$ cat src/rtl/core/rbpi_pkg.sv
// Shared types and constants of the rigid body pose integrator.
`default_nettype none

package rbpi_pkg;

   // Width of every velocity and pose field on the item and result ports.
   localparam int FIELD_W = 32;

   // Depth of the command queue between the front and back parts.
   localparam int QUEUE_DEPTH = 2;

   // Register index of the time step in the configuration space.
   localparam logic CSR_TIME_STEP_IDX = 1'b0;
   localparam logic [31:0] TIME_STEP_RESET = 32'd16777;

   // Angle constants in Q.30 radians.
   localparam logic [32:0] HALF_PI_Q30 = 33'd1686629713;
   localparam logic [32:0] PI_Q30 = 33'd3373259426;
   localparam logic [32:0] TWO_PI_Q30 = 33'd6746518852;
   localparam logic [33:0] CORDIC_K = 34'd652032874;
   localparam int CORDIC_STEPS = 30;

   // Reciprocal of two pi scaled by 2^23, used to estimate the turn count.
   localparam logic [20:0] TWO_PI_RECIP = 21'((64'd1 << 53) / 64'(TWO_PI_Q30));

   // Arctangent of 2^-i in Q.30 radians.
   localparam logic [29:0] ATAN_Q30 [CORDIC_STEPS] = '{
      30'h3243F6A8, 30'h1DAC6705, 30'h0FADBAFC, 30'h07F56EA6, 30'h03FEAB76,
      30'h01FFD55B, 30'h00FFFAAA, 30'h007FFF55, 30'h003FFFEA, 30'h001FFFFD,
      30'h000FFFFF, 30'h0007FFFF, 30'h0003FFFF, 30'h0001FFFF, 30'h0000FFFF,
      30'h00007FFF, 30'h00003FFF, 30'h00001FFF, 30'h00000FFF, 30'h000007FF,
      30'h000003FF, 30'h000001FF, 30'h000000FF, 30'h0000007F, 30'h0000003F,
      30'h0000001F, 30'h0000000F, 30'h00000007, 30'h00000003, 30'h00000001
   };

   // One velocity item as it travels from the front part to the back part.
   typedef struct packed {
      logic signed [FIELD_W-1:0] lin_vel_x;
      logic signed [FIELD_W-1:0] lin_vel_y;
      logic signed [FIELD_W-1:0] lin_vel_z;
      logic signed [FIELD_W-1:0] ang_vel_x;
      logic signed [FIELD_W-1:0] ang_vel_y;
      logic signed [FIELD_W-1:0] ang_vel_z;
      logic                      spin;
   } rbpi_cmd_type;

   // One pose result.
   typedef struct packed {
      logic signed [FIELD_W-1:0] new_pos_x;
      logic signed [FIELD_W-1:0] new_pos_y;
      logic signed [FIELD_W-1:0] new_pos_z;
      logic signed [FIELD_W-1:0] new_quat_w;
      logic signed [FIELD_W-1:0] new_quat_i;
      logic signed [FIELD_W-1:0] new_quat_j;
      logic signed [FIELD_W-1:0] new_quat_k;
   } rbpi_pose_type;

   // Handshake between a producer and a queue.
   typedef struct packed {
      logic valid;
      logic ready;
   } rbpi_link_type;

   // Sign of a partial product of the quaternion product. The term index holds
   // the result component in its upper two bits and the stored component in
   // its lower two bits.
   function automatic logic quat_term_neg(input logic [3:0] term);
      logic neg;
      unique case (term)
         4'd1, 4'd2, 4'd3, 4'd6, 4'd11, 4'd13: neg = 1'b1;
         default: neg = 1'b0;
      endcase
      return neg;
   endfunction

endpackage

`default_nettype wire

$ cat src/rtl/core/rbpi_queue.sv
// Short command queue between the front and back parts.
`default_nettype none

module rbpi_queue (
   input  wire logic                  clock,
   input  wire logic                  reset,
   input  rbpi_pkg::rbpi_link_type    link_in,
   output logic                       link_ready,
   input  rbpi_pkg::rbpi_cmd_type     cmd_in,
   output logic                       cmd_valid,
   input  wire logic                  cmd_pop,
   output rbpi_pkg::rbpi_cmd_type     cmd_out
);
   import rbpi_pkg::*;

   localparam int PTR_W = $clog2(QUEUE_DEPTH);
   localparam int CNT_W = $clog2(QUEUE_DEPTH + 1);

   rbpi_cmd_type     entry_ff [QUEUE_DEPTH];
   logic [PTR_W-1:0] wr_ptr_ff;
   logic [PTR_W-1:0] rd_ptr_ff;
   logic [CNT_W-1:0] count_ff;
   logic             do_push;
   logic             do_pop;

   assign link_ready = (count_ff != CNT_W'(QUEUE_DEPTH));
   assign cmd_valid  = (count_ff != '0);
   assign do_push    = link_in.valid && link_ready;
   assign do_pop     = cmd_pop && cmd_valid;
   assign cmd_out    = entry_ff[rd_ptr_ff];

   // Pointers wrap at the depth; the count tracks occupancy.
   always_ff @(posedge clock) begin
      if (reset) begin
         wr_ptr_ff <= '0;
         rd_ptr_ff <= '0;
         count_ff  <= '0;
      end else begin
         if (do_push) begin
            wr_ptr_ff <= (wr_ptr_ff == PTR_W'(QUEUE_DEPTH - 1)) ? '0 : wr_ptr_ff + 1'b1;
         end
         if (do_pop) begin
            rd_ptr_ff <= (rd_ptr_ff == PTR_W'(QUEUE_DEPTH - 1)) ? '0 : rd_ptr_ff + 1'b1;
         end
         if (do_push && !do_pop) begin
            count_ff <= count_ff + 1'b1;
         end else if (do_pop && !do_push) begin
            count_ff <= count_ff - 1'b1;
         end
      end
      if (do_push) begin
         entry_ff[wr_ptr_ff] <= cmd_in;
      end
   end

endmodule

`default_nettype wire

$ cat config.mk
export PLATFORM = sky130hd
export DESIGN_NAME = rbpi_queue
export DESIGN_NICKNAME = d
export VERILOG_FILES = /design/src/rtl/core/rbpi_pkg.sv /design/src/rtl/core/rbpi_queue.sv
export SDC_FILE = /design/constraint.sdc
export NUM_CORES = 1
export LEC_CHECK = 0
export CAP_MARGIN = 30
export CORE_MARGIN = 2
export CORE_UTILIZATION = 25
export DETAILED_ROUTE_END_ITERATION = 7
export DONT_BUFFER_PORTS = 1
export GPL_ROUTABILITY_DRIVEN = 0
export PLACE_DENSITY = 0.48
export SYNTH_ARGS = -nofsm -noshare
export SYNTH_HDL_FRONTEND = slang
export SYNTH_SLANG_ARGS = --single-unit
$ cat constraint.sdc
create_clock -name clock -period 17.47 [get_ports clock]
set_input_delay 1.747 -clock clock [delete_from_list [all_inputs] [get_ports clock]]
set_output_delay 1.747 -clock clock [all_outputs]
set_load 0.02 [all_outputs]
==> impl_results.html <==
<table>
<tr><th>Metric</th><th>Value</th></tr>
<tr><th colspan="2">Yosys</th></tr>
<tr><td>Number of synthesis warnings</td><td>0</td></tr>
<tr><td>Number of enable-type register cells in the synthesized netlist</td><td>386</td></tr>
<tr><td>Distinct cells, synth</td><td>19</td></tr>
<tr><td>Leading cell types by count after synthesis</td><td>edfxtp_1 (386), mux2_2 (193), buf_6 (17)</td></tr>
<tr><td>Total nets after synthesis</td><td>823</td></tr>
<tr><td>Sequential fraction of the synthesis area</td><td>82.3%</td></tr>
<tr><td>Ys flop type</td><td>edfxtp_1</td></tr>
<tr><td>Largest area contributor in the synthesized netlist</td><td>edfxtp_1</td></tr>
<tr><td>Area fraction in and, or, nand and nor cells after synthesis</td><td>0.352%</td></tr>
<tr><td>Leading cell type by number of instances after synthesis</td><td>edfxtp_1</td></tr>
<tr><td>Netlist area before placement</td><td>14200 um2</td></tr>
<tr><td>Main combinational cell family by area after synthesis</td><td>multiplexers</td></tr>
<tr><td>Fraction of synthesis flops using an asynchronous set or reset pin</td><td>0%</td></tr>
<tr><td>Adder-cell share of the synthesized area</td><td>0.0881%</td></tr>
<tr><td>Cells after synthesis</td><td>624</td></tr>
<tr><td>Average instance area after synthesis</td><td>22.8 um2</td></tr>
<tr><td>XOR/XNOR share of the synthesized area</td><td>0.185%</td></tr>
<tr><td>Multiplexer area fraction after synthesis</td><td>15.3%</td></tr>
<tr><td>Compound-Gate Fraction of Synth Area</td><td>0.211%</td></tr>
<tr><td>Proportion of netlist area held by the largest area contributor</td><td>81.6%</td></tr>
<tr><td>Cells taking the most area after synthesis</td><td>edfxtp_1 (82%), mux2_2 (15%), buf_6 (1.3%), dfxtp_1 (0.70%), xor2_1 (0.18%)</td></tr>
<tr><td>Flops &amp; latches, synth</td><td>391</td></tr>
<tr><th colspan="2">Setup path</th></tr>
<tr><td>Biggest cell delay along the critical path</td><td>0.70 ns</td></tr>
<tr><td>FF-to-FF End</td><td>entry_ff[1][37]$_DFFE_PP_</td></tr>
<tr><td>Startpoint-to-endpoint class of the critical path</td><td>flip-flop to output port</td></tr>
<tr><td>Worst R2R Path Depth</td><td>4</td></tr>
<tr><td>Register-to-register setup slack</td><td>14.31 ns</td></tr>
<tr><td>Number of stages on the worst setup path</td><td>3</td></tr>
<tr><td>CP Capture Type</td><td>output port</td></tr>
<tr><td>Kind of cell adding the most delay to the critical path</td><td>buffers and inverters</td></tr>
<tr><td>Worst endpoint data arrival time</td><td>2.85 ns</td></tr>
<tr><td>Count of buffer and inverter cells on the critical path</td><td>2</td></tr>
<tr><td>Startpoint type of the worst setup path</td><td>flip-flop</td></tr>
<tr><td>Start of the worst register-to-register path</td><td>count_ff[0]$_SDFFE_PP0P_</td></tr>
<tr><td>Cell with the largest stage delay on the worst path</td><td>buf_4</td></tr>
<tr><td>Ordered list of cells on the worst path</td><td>buf_12 &gt; buf_4 &gt; mux2_2</td></tr>
<tr><td>Required time of the worst setup path</td><td>15.72 ns</td></tr>
<tr><td>Critical Path Fanout Max</td><td>65</td></tr>
<tr><th colspan="2">Timing</th></tr>
<tr><td>Final setup violation count</td><td>0</td></tr>
<tr><td>Final Hold Fails</td><td>0</td></tr>
<tr><td>Relative max-transition margin</td><td>36.8%</td></tr>
<tr><td>Fin crit period</td><td>4.60 ns</td></tr>
<tr><td>Worst Tran Pin Value</td><td>0.948 ns</td></tr>
<tr><td>Setup repair after global routing missed its margin</td><td>false</td></tr>
<tr><td>Total Negative Setup Slacks</td><td>0 ns</td></tr>
<tr><td>Final worst path period share</td><td>26.3%</td></tr>
<tr><td>Maximum clock rate</td><td>0.218 GHz</td></tr>
<tr><td>Final clock skew</td><td>0.0172 ns</td></tr>
<tr><td>Max Transition Viols Final</td><td>0</td></tr>
<tr><th colspan="2">Routing</th></tr>
<tr><td>Number of detailed-routing iterations run before antenna repair</td><td>4</td></tr>
<tr><td>Remaining routing DRC violations</td><td>0</td></tr>
<tr><td>Iteration-0 DRC count of the detailed router</td><td>235</td></tr>
<tr><td>Drt wl/cell</td><td>20.0 um</td></tr>
<tr><td>Number of vias in the routed layout</td><td>5829</td></tr>
<tr><td>Via-to-Cell Ratio</td><td>4.03</td></tr>
<tr><td>Wire length after detailed routing</td><td>29.0 mm</td></tr>
<tr><td>Post-route ant nets</td><td>0</td></tr>
<tr><th colspan="2">Die</th></tr>
<tr><td>Die outline height</td><td>242 um</td></tr>
<tr><td>Cell row count</td><td>87</td></tr>
<tr><td>Count of boundary I/O pins</td><td>393</td></tr>
<tr><td>Die footprint</td><td>58700 um2</td></tr>
<tr><td>Area inside the core boundary</td><td>56300 um2</td></tr>
<tr><td>Die W</td><td>242 um</td></tr>
<tr><td>Starting utilization of the core area</td><td>25.2%</td></tr>
<tr><th colspan="2">CTS</th></tr>
<tr><td>CTS-repair resized insts</td><td>0</td></tr>
<tr><td>Clock-pin slew on the worst setup and hold paths</td><td>0.05 ns</td></tr>
<tr><td>Clock tree buffer depth</td><td>3</td></tr>
<tr><td>CTS tree</td><td>done</td></tr>
<tr><td>Clock buffer count from CTS</td><td>44</td></tr>
<tr><td>CTS Root Buffer Type</td><td>clkbuf_16</td></tr>
<tr><td>Insertion delay of the later-clocked pin in the worst-skew pair</td><td>0.55 ns</td></tr>
<tr><td>Hold buffer count at CTS</td><td>0</td></tr>
<tr><td>CTS sink cnt</td><td>391</td></tr>
<tr><td>Maximum level of the CTS H-tree</td><td>2</td></tr>
<tr><td>Number of buffers added for setup after CTS</td><td>0</td></tr>
<tr><th colspan="2">Global route</th></tr>
<tr><td>GRT overflow</td><td>0</td></tr>
<tr><td>Total Routing Usage GR</td><td>9.54%</td></tr>
<tr><td>Number of antenna violations at the first check in global routing</td><td>1</td></tr>
<tr><td>Pin count of the biggest net entering global routing</td><td>75</td></tr>
<tr><td>Wire length of the first global-routing pass</td><td>41.5 mm</td></tr>
<tr><td>Number of global-route vias before repair</td><td>6055</td></tr>
<tr><th colspan="2">Layout</th></tr>
<tr><td>Number of antenna repair diodes</td><td>0</td></tr>
<tr><td># nets final</td><td>857</td></tr>
<tr><td>Synth-to-Final Area Change</td><td>15.5%</td></tr>
<tr><td>Layout cell share with drive strength beyond 1</td><td>38.6%</td></tr>
<tr><th colspan="2">Run</th></tr>
<tr><td>Max-capacitance violation count</td><td>0</td></tr>
<tr><th colspan="2">Pwr</th></tr>
<tr><td>Total leakage power</td><td>5.13 nW</td></tr>
<tr><td>Overall power of the completed layout</td><td>0.00265 W</td></tr>
<tr><td>Maximum resistive drop on vdd</td><td>0.0000783 V</td></tr>
<tr><td>Power density normalized to cell area</td><td>161 nW/um2</td></tr>
<tr><th colspan="2">Outcome</th></tr>
<tr><td>Outcome</td><td>complete, no violations</td></tr>
<tr><th colspan="2">Worst hold path</th></tr>
<tr><td>Worst min-delay path category</td><td>flip-flop to flip-flop</td></tr>
<tr><td>Hold wc startpoint</td><td>rd_ptr_ff$_SDFFE_PP0P_</td></tr>
<tr><td>Worst hold path stage count</td><td>2</td></tr>
<tr><th colspan="2">Placed design</th></tr>
<tr><td>Number of I/O port buffers</td><td>0</td></tr>
<tr><td>Detailed placer's ending HPWL</td><td>18.5 mm</td></tr>
</table>
per-stage QoR:
| stage | worst slack (ns) | instances | hold slack [ns] | cell area (um2) | utilization (%) |
|---|---|---|---|---|---|
| floorplan | 10.68 | 624 | 0.471 | 14200 | - |
| finish | 12.87 | 1445 | 0.510 | 16400 | 29.1 |
| global placement | 13.14 | 1366 | 0.511 | 15000 | 26.7 |
| detailed placement | 13.33 | 1367 | 0.500 | 15000 | 26.7 |
| CTS | 12.74 | 1444 | 0.521 | 16400 | 29.1 |
| global route | 12.64 | 1445 | 0.561 | 16400 | 29.1 |
final cells by class:
cell class	count	area, um2
Sequential cell	391	11700
Multi-Input combinational cell	211	2300
Clock buffer	54	1160
Timing Repair Buffer	9	100
Inverter	1	11.3
Tap cell	756	946
Clock inverter	23	193
Fill cell	5514	39900
power by group:
| group | total (W) | switching (W) | internal (W) |
|---|---|---|---|
| clock | 0.000870 | 0.000355 | 0.000515 |
| sequential | 0.00121 | 0.0000337 | 0.00117 |
| combinational | 0.000572 | 0.000399 | 0.000173 |
routing by layer:
layer  GRT usage, %  wire [um]  up-vias  share of wire [%]
li1               -          -     2571                  -
met1           9.55      10000     2956                 35
met2           15.7      14200      249                 49
met3           6.43       4000       51                 14
met4           3.41        741        2                2.6
met5              0         13        -              0.045
kinds of logic (layout without fill, tap and decap cells):
| kind of cell | Yosys count | in the layout |
|---|---|---|
| muxes | 193 | 193 |
| AOI/OAI and AO/OA | 5 | 5 |
| and+or+nand+nor | 9 | 9 |
| DFF | 391 | 391 |
| xor gates and xnor gates | 3 | 3 |
| adders and majority gates | 1 | 1 |
| buffers and inverters | 22 | 87 |
placed cells by master, fill, tap and decap left out, types with 3 or more instances in the layout:
| cell type | n |
|---|---|
| buf_4 | 7 |
| bufinv_16 | 3 |
| clkbuf_1 | 9 |
| clkbuf_16 | 45 |
| clkinv_1 | 9 |
| clkinv_2 | 7 |
| dfxtp_1 | 4 |
| edfxtp_1 | 386 |
| inv_6 | 3 |
| mux2_2 | 193 |
| nor2_1 | 3 |
| xor2_1 | 3 |
flip-flops by register name, summed over array words and instances (netlist names), named ones only:
| name | flops |
|---|---|
| entry_ff | 386 |
| count_ff | 2 |
| rd_ptr_ff | 1 |
| wr_ptr_ff | 1 |
worst min-delay path, stage by stage, from the launching register on:
cell and delay (ns):
dfxtp_1 0.32, xor2_1 0.08, nor2_1 0.07
how the worst max path moves through the flow:
stage,to,from
floorplan,entry_ff[1][0]$_DFFE_PP_,link_in[1]
global placement,cmd_out[24],flip-flop
detailed placement,entry_ff[1][55]$_DFFE_PP_,link_in[1]
CTS,cmd_out[24],flip-flop
global route,cmd_out[24],flip-flop
finish,cmd_out[24],flip-flop
(Power assumes the default switching activity.)
