==> config.mk <==
export PLATFORM = sky130hd
export DESIGN_NAME = rbpi_front
export DESIGN_NICKNAME = d
export VERILOG_FILES = /design/src/rtl/core/rbpi_pkg.sv /design/src/rtl/core/rbpi_front.sv
export SDC_FILE = /design/constraint.sdc
export NUM_CORES = 1
export LEC_CHECK = 0
export ABC_AREA = 1
export BUFFER_PORTS_ARGS = -buffer_cell sky130_fd_sc_hd__buf_2
export CORE_AREA = 2 2 152 154
export DETAILED_ROUTE_END_ITERATION = 8
export DIE_AREA = 0 0 154 156
export PLACE_DENSITY = 0.67
export SYNTH_ARGS = -nofsm -noshare
export SYNTH_HDL_FRONTEND = slang
export SYNTH_SLANG_ARGS = --single-unit
==> constraint.sdc <==
create_clock -name clock -period 10.23 [get_ports clock]
set_input_delay 1.023 -clock clock [delete_from_list [all_inputs] [get_ports clock]]
set_output_delay 1.023 -clock clock [all_outputs]
set_load 0.03 [all_outputs]
==> src/rtl/core/rbpi_pkg.sv <==
// Shared types and constants of the rigid body pose integrator.
`default_nettype none

package rbpi_pkg;

   // Width of every velocity and pose field on the item and result ports.
   localparam int FIELD_W = 32;

   // Depth of the command queue between the front and back parts.
   localparam int QUEUE_DEPTH = 2;

   // Register index of the time step in the configuration space.
   localparam logic CSR_TIME_STEP_IDX = 1'b0;
   localparam logic [31:0] TIME_STEP_RESET = 32'd16777;

   // Angle constants in Q.30 radians.
   localparam logic [32:0] HALF_PI_Q30 = 33'd1686629713;
   localparam logic [32:0] PI_Q30 = 33'd3373259426;
   localparam logic [32:0] TWO_PI_Q30 = 33'd6746518852;
   localparam logic [33:0] CORDIC_K = 34'd652032874;
   localparam int CORDIC_STEPS = 30;

   // Reciprocal of two pi scaled by 2^23, used to estimate the turn count.
   localparam logic [20:0] TWO_PI_RECIP = 21'((64'd1 << 53) / 64'(TWO_PI_Q30));

   // Arctangent of 2^-i in Q.30 radians.
   localparam logic [29:0] ATAN_Q30 [CORDIC_STEPS] = '{
      30'h3243F6A8, 30'h1DAC6705, 30'h0FADBAFC, 30'h07F56EA6, 30'h03FEAB76,
      30'h01FFD55B, 30'h00FFFAAA, 30'h007FFF55, 30'h003FFFEA, 30'h001FFFFD,
      30'h000FFFFF, 30'h0007FFFF, 30'h0003FFFF, 30'h0001FFFF, 30'h0000FFFF,
      30'h00007FFF, 30'h00003FFF, 30'h00001FFF, 30'h00000FFF, 30'h000007FF,
      30'h000003FF, 30'h000001FF, 30'h000000FF, 30'h0000007F, 30'h0000003F,
      30'h0000001F, 30'h0000000F, 30'h00000007, 30'h00000003, 30'h00000001
   };

   // One velocity item as it travels from the front part to the back part.
   typedef struct packed {
      logic signed [FIELD_W-1:0] lin_vel_x;
      logic signed [FIELD_W-1:0] lin_vel_y;
      logic signed [FIELD_W-1:0] lin_vel_z;
      logic signed [FIELD_W-1:0] ang_vel_x;
      logic signed [FIELD_W-1:0] ang_vel_y;
      logic signed [FIELD_W-1:0] ang_vel_z;
      logic                      spin;
   } rbpi_cmd_type;

   // One pose result.
   typedef struct packed {
      logic signed [FIELD_W-1:0] new_pos_x;
      logic signed [FIELD_W-1:0] new_pos_y;
      logic signed [FIELD_W-1:0] new_pos_z;
      logic signed [FIELD_W-1:0] new_quat_w;
      logic signed [FIELD_W-1:0] new_quat_i;
      logic signed [FIELD_W-1:0] new_quat_j;
      logic signed [FIELD_W-1:0] new_quat_k;
   } rbpi_pose_type;

   // Handshake between a producer and a queue.
   typedef struct packed {
      logic valid;
      logic ready;
   } rbpi_link_type;

   // Sign of a partial product of the quaternion product. The term index holds
   // the result component in its upper two bits and the stored component in
   // its lower two bits.
   function automatic logic quat_term_neg(input logic [3:0] term);
      logic neg;
      unique case (term)
         4'd1, 4'd2, 4'd3, 4'd6, 4'd11, 4'd13: neg = 1'b1;
         default: neg = 1'b0;
      endcase
      return neg;
   endfunction

endpackage

`default_nettype wire

==> src/rtl/core/rbpi_front.sv <==
// Front part: accepts velocity items and classifies them as spinning or not.
`default_nettype none

module rbpi_front (
   input  wire logic                       clock,
   input  wire logic                       reset,
   input  wire logic                       req_push,
   output logic                            req_full,
   input  wire logic signed [31:0]         req_lin_vel_x,
   input  wire logic signed [31:0]         req_lin_vel_y,
   input  wire logic signed [31:0]         req_lin_vel_z,
   input  wire logic signed [31:0]         req_ang_vel_x,
   input  wire logic signed [31:0]         req_ang_vel_y,
   input  wire logic signed [31:0]         req_ang_vel_z,
   output rbpi_pkg::rbpi_link_type         link_out,
   input  wire logic                       link_ready,
   output rbpi_pkg::rbpi_cmd_type          cmd_out
);
   import rbpi_pkg::*;

   logic         valid_ff;
   logic         valid_in;
   logic         accept;
   rbpi_cmd_type cmd_ff;
   rbpi_cmd_type cmd_in;

   // The stage is free when empty or when its beat moves on this cycle.
   assign req_full = valid_ff && !link_ready;
   assign accept   = req_push && !req_full;

   // Classify the item: any nonzero angular component means a rotation.
   always_comb begin
      cmd_in.lin_vel_x = req_lin_vel_x;
      cmd_in.lin_vel_y = req_lin_vel_y;
      cmd_in.lin_vel_z = req_lin_vel_z;
      cmd_in.ang_vel_x = req_ang_vel_x;
      cmd_in.ang_vel_y = req_ang_vel_y;
      cmd_in.ang_vel_z = req_ang_vel_z;
      cmd_in.spin      = (|req_ang_vel_x) || (|req_ang_vel_y) || (|req_ang_vel_z);
   end

   always_comb begin
      if (accept) begin
         valid_in = 1'b1;
      end else if (link_ready) begin
         valid_in = 1'b0;
      end else begin
         valid_in = valid_ff;
      end
   end

   always_ff @(posedge clock) begin
      if (reset) begin
         valid_ff <= 1'b0;
      end else begin
         valid_ff <= valid_in;
      end
      if (accept) begin
         cmd_ff <= cmd_in;
      end
   end

   assign link_out.valid = valid_ff;
   assign link_out.ready = link_ready;
   assign cmd_out        = cmd_ff;

endmodule

`default_nettype wire

==> results.md, run 1 <==
* Drt first-iter violations at 224
* # resized after CTS at 0
* Status: finished, final reports clean
* WL/cell at 16.8 um
* Total CTS buffers at 17
* Min cycle time layout at 3070 ps
* GPL Wtd Cong at 0.778
* Top delay family on crit path: buffers and inverters
* Library cells used by synthesis at 8
* Post-route ant nets at 0
* Switching pwr at 0.000475 W
* Pwr/cell area at 199 nW/um^2
* CORE AREA at 22400 sq um
* Peak fanout along the critical path at 79
* Largest net degree at the start of global routing at 80
* Register area share after synthesis at 93.7%
* Drt total wl at 16.9 mm
* P_leak at 3.85 nW
* Sequential share of power at 51.9%
* Setup TNS at 0 ps
* Ratio of cells with drive above 1 in the final layout at 59.1%
* Layout fillers at 2094
* Top cells by area, synth: edfxtp_1 (93%), nor2_1 (3.9%), nand2_1 (1.9%)
* Internal Pwr Total at 0.00134 W
* Final setup fails at 0
* Clock power frac at 36.7%
* Initial antenna violation count at 1
* Via/cell ratio at 4.09
* Hold Path Class: flip-flop to flip-flop
* Number of synthesized flops with an enable pin at 193
* Worst path slowest cell: buf_4
* DIE AREA at 24000 sq um
* Vias in the first global route at 4136
* Crit. End Element: flip-flop
* Share of the synthesized area in the top cell type at 93.3%
* Most used cell, CP: inv_1
* Clk_lat worst skew at 420 ps
* H-tree Lvls at 4
* Worst path cell trace: buf_2 > inv_1 > nand2_1 > inv_1 > nor2_4 > buf_4
* Cell count after synthesis at 296
* Clk_skew at 8.94 ps
* Via Count at 4112
* Gr ovfl total at 0
* Achievable Freq at 0.326 GHz
* CP Class: input port to flip-flop
* Synth Flop Type: edfxtp_1
* Worst vdd ir at 0.0873 mV
* Die width at 154 um
* Bufs and invs on worst path at 4
* Clock buffer depth at 2
* DRT Pass-1 Iters at 4
* Max-Cap Viols at 0
* Switching Fraction at 26.2%
* Root Buffer Master: clkbuf_16
* Nets@finish at 902
* PortBufs at 391
* Measured slew at the worst slew-check pin at 1110 ps
* Clock-pin slew on the worst setup and hold paths at 80 ps
* GRT Overall Usage at 13.3%
* Synth cell count leaders: edfxtp_1 (193), nor2_1 (64), nand2_1 (31)
* Area leader, netlist: edfxtp_1
* Max incr delay on CP at 900 ps
* CTS tree: built
* Most common cell in the synthesized netlist: edfxtp_1
* Avg Inst Size Synth at 21.0 sq um
* Clk sink count at 194
* Initial Util at 27.8%
* Global-route wire length before repair at 23.3 mm
* Worst Path Required at 10270 ps
* Synth-to-Final Area Change at 46.9%
* Final period util at 30.0%
* Comb pwr share at 11.4%
* Post-route DRC violation count at 0
* Synth warn at 0
* Cell area after synthesis at 6210 sq um
* Final hold violations at 0
* Syn Nets at 492
* Hold slack at 486 ps
* Unrepaired setup endpoints after global routing: false
* Critical Path AT at 3110 ps
* Hold-fix buffers, CTS at 0
* Max-slew violations at 0
* I/O Pins at 392
* Die height at 156 um
* Post-synthesis register bit count at 194
* Post-CTS setup buffer count at 0
* Worst slew margin at 25.6%
* HPWL Detailed at 13.1 mm
* Async S/R FF share, synth at 0%
* # rows at 55
* Startpoint Class: input port
## placed cells by master (no fill, tap or decap), drive strengths merged
cell type and n:
nor2 64, dfxtp 1, a21oi 1, clkinvlp 2, nand2 31, bufinv 1, clkinv 4, nand3 1
clkbuf 17, buf 393, diode 1, edfxtp 193, inv 11
## cell families (layout without fill, tap and decap cells)
family	after synthesis	in the layout	share of synthesized area (%)
AO/OA/AOI/OAI	1	1	0.0805
other	0	1	0
buffers and inverters	5	428	0.423
flip-flops	194	194	93.7
AND/OR/NAND/NOR	96	96	5.82
## flip-flops by register name (all words and copies together) (netlist names)
signal and count:
cmd_out 193, valid_ff 1
## worst min-delay path, cell delays in order, from the launching register on
cell and delay (ps):
dfxtp_1 310, nand2_1 80, a21oi_1 60
## layout make-up
type	instances	area [sq um]	share of cell area, %
antenna	1	2.50	0.0274
clock buffer	17	425	4.66
clock inverter	15	163	1.78
inverter	3	11.3	0.123
multi-input combinational	97	374	4.10
sequential	194	5820	63.8
tap	285	357	3.91
timing repair buffer	393	1970	21.6
## per-layer routing
metal	share of wire [%]	vias up	track usage, %	routed length [um]
met5	0	-	0	0
met4	1.7	0	4.85	284
met3	8.8	19	5.25	1490
met2	53	225	24.0	8990
met1	36	1944	14.0	6130
li1	-	1924	-	-
## path summary, 6_finish.rpt
path / from / to / slack, ps / cells past startpoint
max: link_ready / cmd_out[126] / 7160 / 6
min: valid_ff / valid_ff / 490 / 2
max reg2reg: valid_ff / cmd_out[126] / 7560 / 4
min reg2reg: valid_ff / valid_ff / 490 / 2
## power groups by stage
stage / Combinational [W] / Clock [W] / Sequential (W)
final: 0.000207 / 0.000664 / 0.000941
after global routing: 0.000219 / 0.000715 / 0.000945
after CTS: 0.000209 / 0.000686 / 0.000941
after detailed placement: 0.000209 / 0 / 0.000959
after global placement: 0.000206 / 0 / 0.000957
after floorplan: 0.0000214 / 0 / 0.00106
## per-stage QoR
| stage | total power (W) | util [%] | setup WS [ps] | std cells | area (sq um) |
|---|---|---|---|---|---|
| after floorplan | 0.00109 | - | 183 | 296 | 6210 |
| after global placement | 0.00116 | 38.1 | 6790 | 972 | 8530 |
| after detailed placement | 0.00117 | 38.1 | 6680 | 972 | 8530 |
| after CTS | 0.00184 | 40.8 | 7140 | 1004 | 9120 |
| after global routing | 0.00188 | 40.8 | 6940 | 1005 | 9120 |
| final | 0.00181 | 40.8 | 7160 | 1005 | 9120 |
(Power assumes the default switching activity.)
==> run 2: changes to the inputs <==
Clock period 10.23 ns to 2.51 ns, I/O delays scaled along.
==> run 2 against run 1 <==
Wire length rose by 11%. Die area did not move. Global-route usage is 1.5 points higher. Clock power grew to 4.3 times the previous value. Worst hold slack got worse by 470 ps. Setup slack worse by 6200 ps. Cell area up 19%. Sequential share of layout area fell by 10 points. Non-clock buffer count increased by 164. Clock skew grew 4.6 ps. Flip-flop and latch count stayed put. Critical path depth increased by 2.
==> results.md, run 2 (synthesis gave the netlist of run 1 again) <==
* Crit. End Element: flip-flop
* Post-CTS setup buffer count at 0 (unchanged)
* Initial antenna violation count at 1 (unchanged)
* I/O Pins at 392 (unchanged)
* Drt total wl at 18.7 mm (+11%)
* Final period util at 61.5%
* Hold-fix buffers, CTS at 152 (+152)
* Peak fanout along the critical path at 2 (-97%)
* Worst R2R Setup Slack at 1020 ps (-6540 ps)
* Clock-pin slew on the worst setup and hold paths at 70 ps (about the same)
* DIE AREA at 24000 sq um (unchanged)
* Largest net degree at the start of global routing at 104 (+30%)
* Via Count at 4805 (+17%)
* Worst vdd ir at 0.454 mV (+420%)
* Ratio of cells with drive above 1 in the final layout at 48.5% (-11 points)
* Worst path cell trace: dlygate4sd3_1 > buf_2 > nor2_1 > nand2_1 > nor2_1 > nand2_1 > nor2_1 > nand3_1
* PortBufs at 391 (unchanged)
* Vias in the first global route at 5021 (+21%)
* Most used cell, CP: nor2_1
* Final setup fails at 0 (unchanged)
* Pre-CTS setup slack at 948 ps (-5730 ps)
* Clk sink count at 194 (unchanged)
* Hold Path Class: input port to flip-flop
* Max-slew violations at 0 (unchanged)
* Min cycle time layout at 1540 ps
* Worst path slowest cell: dlygate4sd3_1
* H-tree Lvls at 4 (unchanged)
* Post-placement cell area at 8560 sq um (+0.35%)
* HPWL Detailed at 12.3 mm (-6.4%)
* GPL Wtd Cong at 0.743 (-4.5%)
* Clk_skew at 13.5 ps (+4.60 ps)
* Layout fillers at 1883 (-10%)
* Nets@finish at 1066 (+18%)
* Status: finished, final reports clean
* GRT Overall Usage at 14.7% (+1.5 points)
* Final core utilization at 48.4% (+7.7 points)
* # rows at 55 (unchanged)
* Gr ovfl total at 0 (unchanged)
* Clk_lat worst skew at 420 ps (about the same)
* Setup ws final at 966 ps (-6190 ps)
* CTS tree: built
* Root Buffer Master: clkbuf_16
* Die height at 156 um (unchanged)
* DRT Pass-1 Iters at 4 (unchanged)
* Post-route DRC violation count at 0 (unchanged)
* Global-route wire length before repair at 26.8 mm (+15%)
* CP Class: input port to flip-flop
* # resized after CTS at 0 (unchanged)
* Critical Path AT at 1710 ps (-1400 ps)
* Worst Path Required at 2680 ps (-7590 ps)
* Reg area at 5820 sq um (unchanged)
* CORE AREA at 22400 sq um (unchanged)
* Startpoint Class: input port
* Drt first-iter violations at 244 (+8.9%)
* Finished Cell Area at 10800 sq um (+19%)
* Pwr/cell area at 716 nW/um^2 (+260%)
* Measured slew at the worst slew-check pin at 591 ps (-522 ps)
* Placed Cells at 972 (unchanged)
* Largest register FFs at 193 (unchanged)
* Worst slew margin at 60.6% (+35 points)
* Via/cell ratio at 4.11 (+0.46%)
* Clock buffer depth at 2 (unchanged)
* Unrepaired setup endpoints after global routing: false
* Max incr delay on CP at 530 ps (-370 ps)
* Final hold violations at 0 (unchanged)
* WL/cell at 16.0 um (-4.6%)
* Max-Cap Viols at 0 (unchanged)
* Post-Layout Cell Count at 1169 (+16%)
* Synth-to-Final Area Change at 74.5%
* Total CTS buffers at 17 (unchanged)
* Most frequent cells in the layout: buf_2 (391), edfxtp_1 (193), dlygate4sd3_1 (164)
* Die width at 154 um (unchanged)
* Multi-input gate area at 377 sq um (+0.67%)
* Initial Util at 27.8% (unchanged)
* Commonest non-fill, non-tap cell in the layout: buf_2
* Achievable Freq at 0.648 GHz
* P_leak at 4.57 nW (+19%)
* Post-route ant nets at 0 (unchanged)
run 2: final cells by class:
cell class,instances,area share (%)
clock inverters,15,1.91
flip-flops and latches,194,53.7
clock buffers,17,3.93
inverters,3,0.127
repair buffers,557,33.6
diodes,1,0.0231
multi-input cells,97,3.48
well taps,285,3.29
run 2: final timing paths:
path	startpoint	endpoint	cells past startpoint
worst min-delay path	req_ang_vel_y[21]	cmd_out[54]	1
worst min register to register	valid_ff	valid_ff	2
worst max register to register	valid_ff	cmd_out[178]	4
worst max-delay path	req_ang_vel_x[31]	cmd_out[0]	8
run 2: stage by stage:
stage / power (W) / hold slack [ps] / setup TNS (ps)
floorplan: 0.00439 / 320 / -234540
global placement: 0.00474 / 411 / 0
detailed placement: 0.00476 / 411 / 0
CTS: 0.00780 / 0.183 / 0
global route: 0.00804 / -0.128 / 0
finish: 0.00776 / 17.3 / 0
run 2: power by group:
group	total, W	internal, W	switching, W
combinational	0.00106	0.000412	0.000648
clock	0.00286	0.00153	0.00133
sequential	0.00383	0.00379	0.0000470
run 2: layer usage:
metal,vias up,track usage (%),wire [um]
li1,2255,-,-
met1,2296,15.5,6790
met2,242,27.5,10200
met3,12,5.78,1500
met4,0,3.92,212
met5,-,0,0
run 2: critical path: cells and delay by family:
kind / cells / cell delay, ps
buffers and inverters: 2 / 660
and+or+nand+nor: 6 / 800
